`config.mk`:
```
export PLATFORM = sky130hd
export DESIGN_NAME = ppss_post
export DESIGN_NICKNAME = d
export VERILOG_FILES = /design/src/rtl/ppss_pkg.sv /design/src/rtl/ppss_post.sv
export SDC_FILE = /design/constraint.sdc
export NUM_CORES = 2
export LEC_CHECK = 0
export BUFFER_PORTS_ARGS = -buffer_cell sky130_fd_sc_hd__buf_2
export CAP_MARGIN = 10
export CORE_MARGIN = 2
export CORE_UTILIZATION = 70
export CTS_BUF_LIST = sky130_fd_sc_hd__clkbuf_4 sky130_fd_sc_hd__clkbuf_8
export DETAILED_ROUTE_END_ITERATION = 12
export GPL_TIMING_DRIVEN = 0
export MAX_ROUTING_LAYER = met4
export PLACE_DENSITY_LB_ADDON = 0.2
export SLEW_MARGIN = 40
export SYNTH_ARGS = -nofsm -noshare
export SYNTH_HDL_FRONTEND = slang
export SYNTH_SLANG_ARGS = --single-unit
export TNS_END_PERCENT = 20
```
`constraint.sdc`:
```
create_clock -name clk -period 17 [get_ports clk]
set_input_delay 0 -clock clk [delete_from_list [all_inputs] [get_ports clk]]
set_output_delay 0 -clock clk [all_outputs]
set_load 0.01 [all_outputs]
```
`src/rtl/ppss_pkg.sv`:
```
`timescale 1ns / 1ps
package ppss_pkg;

  localparam int unsigned CoefW       = 32;
  localparam int unsigned HornerSteps = 3;
  localparam int unsigned YW          = 48;
  localparam int unsigned CordicSteps = 30;
  localparam int unsigned CxW         = 34;
  localparam int unsigned CzW         = 33;
  localparam int unsigned RatioW      = 30;

  // offset clamp, 2^46 in Q.24
  localparam logic signed [YW-1:0] YLimit = 48'sd70368744177664;
  // 64*2160/pi in Q16
  localparam logic [31:0] DegScale = 32'd2883791006;
  localparam logic signed [15:0] AngleMax = 16'sd30720;
  localparam logic signed [15:0] AngleMin = -16'sd31360;

  // arctan(2^-i) in Q2.30 radians
  localparam logic [31:0] AtanQ30 [CordicSteps] = '{
    32'd843314857, 32'd497837829, 32'd263043837, 32'd133525159, 32'd67021687,
    32'd33543516, 32'd16775851, 32'd8388437, 32'd4194283, 32'd2097149,
    32'd1048576, 32'd524288, 32'd262144, 32'd131072, 32'd65536, 32'd32768,
    32'd16384, 32'd8192, 32'd4096, 32'd2048, 32'd1024, 32'd512, 32'd256,
    32'd128, 32'd64, 32'd32, 32'd16, 32'd8, 32'd4, 32'd2
  };

  typedef enum logic [2:0] {
    REG_LOOKAHEAD    = 3'd0,
    REG_WHEELBASE    = 3'd1,
    REG_SPEED_GAIN   = 3'd2,
    REG_MODE         = 3'd3,
    REG_LANE_MAX     = 3'd4,
    REG_WAYPOINT_MAX = 3'd5,
    REG_FLOOR        = 3'd6
  } cfg_reg_t;

  typedef struct packed {
    logic [15:0] look_dist;
    logic [15:0] wheelbase_len;
    logic [23:0] speed_gain;
    logic        mode_select;
    logic [7:0]  lane_max_speed;
    logic [7:0]  wpt_max_speed;
    logic [7:0]  floor_speed;
  } cfg_t;

  typedef struct packed {
    logic [RatioW-1:0] num;
    logic [RatioW-1:0] den;
    logic              neg;
    logic              go;
  } ratio_t;

  typedef struct packed {
    logic signed [CzW-1:0] z;
    logic                  neg;
    logic                  go;
  } angle_t;

  // position of the highest set bit plus one, zero for zero
  function automatic logic [6:0] bit_len64(input logic [63:0] v);
    logic [6:0] n;
    n = '0;
    for (int i = 0; i < 64; i++) begin
      if (v[i]) n = 7'(i + 1);
    end
    return n;
  endfunction

endpackage

```
`src/rtl/ppss_post.sv`:
```
`timescale 1ns / 1ps
module ppss_post (
  input  logic                clk,
  input  logic                rst_n,
  input  ppss_pkg::cfg_t      cfg,
  input  logic                in_valid,
  output logic                in_ready,
  input  ppss_pkg::angle_t    angle,
  output logic                out_valid,
  input  logic                out_ready,
  output logic signed [15:0]  wheel_angle,
  output logic [15:0]         speed_cmd
);
  import ppss_pkg::*;

  localparam int unsigned NS = 6;

  logic [NS-1:0] v_r;
  logic [NS-1:0] v_in;
  logic [NS:0]   adv;

  logic [31:0]        mag0_r;
  logic               sgn0_r, go0_r, sgn1_r, go1_r;
  logic [63:0]        prod1_r;
  logic signed [15:0] ang2_r, ang3_r, ang4_r, ang5_r;
  logic [29:0]        sq3_r;
  logic [53:0]        pf4_r;
  logic [15:0]        spd5_r;

  logic [31:0]        mag0;
  logic [63:0]        rnd2;
  logic [17:0]        m2;
  logic signed [18:0] sa2;
  logic signed [15:0] ang2;
  logic [14:0]        amag3;
  logic [54:0]        rnd5;
  logic [26:0]        pen5;
  logic [15:0]        top5, flo5, spd5;

  assign adv[NS] = out_ready;
  for (genvar k = 0; k < NS; k++) begin : g_adv
    assign adv[k] = !v_r[k] || adv[k+1];
  end
  assign v_in     = {v_r[NS-2:0], in_valid};
  assign in_ready = adv[0];

  always_ff @(posedge clk) begin
    if (!rst_n) begin
      v_r <= '0;
    end else begin
      for (int k = 0; k < NS; k++) begin
        if (adv[k]) v_r[k] <= v_in[k];
      end
    end
  end

  always_comb begin
    mag0 = angle.z[CzW-1] ? 32'(-angle.z) : 32'(angle.z);
    rnd2 = prod1_r + 64'(64'd1 << 45);
    m2   = rnd2[63:46];
    sa2  = sgn1_r ? -$signed({1'b0, m2}) : $signed({1'b0, m2});
    if (!go1_r)                   ang2 = '0;
    else if (sa2 > 19'(AngleMax)) ang2 = AngleMax;
    else if (sa2 < 19'(AngleMin)) ang2 = AngleMin;
    else                          ang2 = 16'(sa2);
    amag3 = ang2_r[15] ? 15'(-ang2_r) : 15'(ang2_r);
    rnd5  = 55'(pf4_r) + 55'(55'd1 << 27);
    pen5  = rnd5[54:28];
    top5  = {(cfg.mode_select ? cfg.wpt_max_speed : cfg.lane_max_speed), 8'd0};
    flo5  = {cfg.floor_speed, 8'd0};
    spd5  = (pen5 >= 27'(top5)) ? 16'd0 : top5 - pen5[15:0];
    if (spd5 < flo5) spd5 = flo5;
  end

  always_ff @(posedge clk) begin
    if (adv[0]) begin
      mag0_r <= mag0;
      sgn0_r <= angle.z[CzW-1] != angle.neg;
      go0_r  <= angle.go;
    end
    if (adv[1]) begin
      prod1_r <= 64'(mag0_r) * 64'(DegScale);
      sgn1_r  <= sgn0_r;
      go1_r   <= go0_r;
    end
    if (adv[2]) ang2_r <= ang2;
    if (adv[3]) begin
      ang3_r <= ang2_r;
      sq3_r  <= 30'(amag3) * 30'(amag3);
    end
    if (adv[4]) begin
      ang4_r <= ang3_r;
      pf4_r  <= 54'(sq3_r) * 54'(cfg.speed_gain);
    end
    if (adv[5]) begin
      ang5_r <= ang4_r;
      spd5_r <= spd5;
    end
  end

  assign out_valid    = v_r[NS-1];
  assign wheel_angle  = ang5_r;
  assign speed_cmd    = spd5_r;

endmodule

```
==> impl_metrics.yaml <==
outcome:
  status: "finished clean"
global_routing:
  grt_pass1_wl_mm: 224.1
  grtUsageMet1_pct: 47.19
  grt_pass1_vias: 41535
  antenna_found_initial: 4
  grtUsageMet2_pct: 63.23
  overflow: 0
  grt_max_degree: 42
  grt_most_used_layer: "met2"
  grt_usage_pct: 39.05
  met3_usage_pct: 7.611
clock_network:
  clock-sinks: 196
  clk_pin_slew_ps: 150
  htree_levels: 4
  cts.path.max_buffers: 2
  postCtsResizedCells: 0
  insertion_delay_ps: 580
  cts_tree: "built"
  cts_inserted_buffers: 17
  clk_root_buffer_cell: "clkbuf_8"
final_layout:
  final_layout_size_suffix_gt1_share_pct: 3.511
  area_growth_syn_to_layout_pct: 5.876
  fin_nets: 7558
  regArea_um2: 5826
  multiInputGateArea_um2: 41590
  n_fill_cell: 5348
timing:
  period_share_pct: 59.32
  skew_ps: 44.62
  rsz0062_at_grt: "no"
  fin_tns_setup_ps: 0
  slew_headroom_pct: 35.68
  slew_viol_final: 0
  tightest_slew_ps: 964.8
  fmax_ghz: 0.09916
  finalHoldViolations: 0
  holdWs_ps: 131.6
  setup_viol: 0
  layout_min_cycle_time_ps: 10080
drt:
  postRouteAntennaNets: 0
  dr.first_iter.drc_count: 2763
  first_pass_iters: 5
  viasPerCell: 5.777
  postRouteWirelength_mm: 140.5
  drc: 0
  detail_route.wl_per_cell_um: 21.20
  vias: 38273
yosys:
  syn_area_per_cell_um2: 9.854
  ys_dominant_reg_cell: "edfxtp_1"
  synthesis.area_um2: 53470
  synth_seq_area_share_pct: 10.90
  yosys-top-cells-area: "fa_1 (42%), ha_1 (16%), edfxtp_1 (11%), inv_1 (10%), and2_1 (4.5%)"
  syn_inst: 5426
  yosysTopAreaCellShare_pct: 42.27
  ys_ff_latch: 196
  async_flop_share_pct: 0
  synth_edf_count: 190
  synth_cell_types: 76
  synth.largest_area_cell: "fa_1"
  ys_warn_count: 0
worst_setup_path:
  critPathArrivalTime_ps: 10400
  cpMaxStageDelayCell: "o41ai_1"
  cp.required_ps: 17310
  endpoint_kind: "flop"
  max_stage_delay_ps: 740
  critPathLaunchType: "flop"
  cpMostUsedCell: "fa_1"
  crit_path_max_fanout: 11
  path_buf_inv: 7
  crit_family: "adder cells"
  worstSetupPathType: "flop to flop"
placed_design:
  gp_congestion: 1.026
  dp_hpwl_mm: 114.7
  port-buffer-count: 98
die:
  placementRows: 101
  dieWidth_um: 280.4
  die_area_um2: 78610
  start_util_pct: 70.52
  die_height_um: 280.4
  core_area_um2: 75820
  ios: 154
worst_hold_path:
  hp-class: "primary input to flop"
job:
  max_cap_violations: 0
what timing repair did:
action,in CTS,in global routing
hold endpoints to repair,50,0
hold buffers,71,0
buffers inserted,0,0
endpoints found under the setup margin,0,0
worst paths after layout:
kind | cells after the start | start | slack [ps] | to
setup / recovery | 29 | ang2_r[0] | 6920 | sq3_r[29]
hold / removal | 2 | angle[0] | 130 | go0_r
hold reg to reg | 0 | ang4_r[1] | 430 | wheel_angle[1]
setup reg to reg | 29 | ang2_r[0] | 6920 | sq3_r[29]
per-stage QoR:
| stage | util (%) | std cells | worst slack [ps] | instance area [um^2] |
|---|---|---|---|---|
| 6_report | 74.66 | 6625 | 6916 | 56610 |
| 5_1_grt | 74.65 | 6620 | 6470 | 56600 |
| 3_3_place_gp | 72.82 | 6509 | 6776 | 55210 |
| 3_5_place_dp | 73.02 | 6513 | 7114 | 55370 |
| 4_1_cts | 74.58 | 6616 | 7070 | 56550 |
| 2_1_floorplan | - | 5433 | 8896 | 53500 |
layout make-up:
type	instances	area share, %
Antenna cell	8	0.03536
Sequential cell	196	10.29
Multi-Input combinational cell	3587	73.47
Timing Repair Buffer	174	2.241
Tap cell	978	2.162
Inverter	1482	9.831
Clock buffer	17	0.4133
Clock inverter	15	0.4177
Buffer	168	1.145
cell usage in the layout, fill, tap and decap left out, types with 18 or more instances in the layout:
master	netlist	layout
inv_1	1477	1475
fa_1	1129	1129
ha_1	683	683
nand2_1	449	447
and2_1	388	388
edfxtp_1	190	190
clkbuf_1	162	153
nor2_1	140	140
xnor2_1	126	120
buf_2	5	104
a21oi_1	90	90
o21ai_0	74	73
dlygate4sd3_1	0	71
xor2_1	61	60
a21o_1	40	40
nand3_1	37	36
nor3_1	30	30
nand4_1	25	25
and3_1	24	24
o31ai_1	20	20
o21bai_1	19	18
Yosys cell counts, types with 5 or more instances:
cell      number
and2_1       388
inv_1       1477
nand2b_1      10
xor2_1        61
or2_2          5
buf_2          5
o41ai_1       11
nor2b_1       15
a41oi_1        5
nor2_1       140
nand2_1      449
nor3_1        30
and4_1         9
xnor2_1      126
a21o_1        40
nor4_1        12
o21ai_0       74
ha_1         683
o21a_1        17
mux2_2         6
a211oi_1      15
a21oi_1       90
a21boi_0       6
fa_1        1129
or3_1         17
a31oi_1        7
nand3_1       37
nor3b_1        7
mux2i_1       14
or4_1          8
o211ai_1       6
dfxtp_1        6
o31ai_1       20
or4_4          6
and3_1        24
edfxtp_1     190
nand4_1       25
o21bai_1      19
clkinv_1       5
clkbuf_1     162
routing by layer:
metal | part of all wire, % | vias up
li1 | - | 16797
met5 | 0 | -
met3 | 8.4 | 436
met2 | 49 | 1728
met1 | 37 | 19312
met4 | 6.0 | 0
registers in the layout, summed over array words and instances, names as in the netlist:
register     flops
mag0_r          32
speed_cmd       16
go0_r            1
ang3_r          16
sgn1_r           1
sq3_r           28
ang4_r          16
go1_r            1
sgn0_r           1
pf4_r           27
ang2_r          16
prod1_r         19
wheel_angle     16
v_r              6
worst register-to-register path, delay by kind of cell, from the launching register on:
kind / cells / cell delay (ps)
adder cells (fa/ha/maj): 8 / 3660
AO/OA/AOI/OAI: 7 / 2430
buffers and inverters: 7 / 1800
AND/OR/NAND/NOR: 5 / 1060
flip-flops: 1 / 590
XOR/XNOR: 2 / 300
cell families after synthesis:
group,after synthesis,synth area share [%]
simple gates,1198,11.30
flops,196,10.90
mux,20,0.3884
buf+inv,1650,11.59
other cells,2,0.01405
compound gates,361,4.488
xor+xnor,187,3.063
fa+ha+maj,1812,58.25
Power is left out: the tool's default activity adds up to more than one toggle a clock period on the data nets, which glitch-free logic cannot reach.
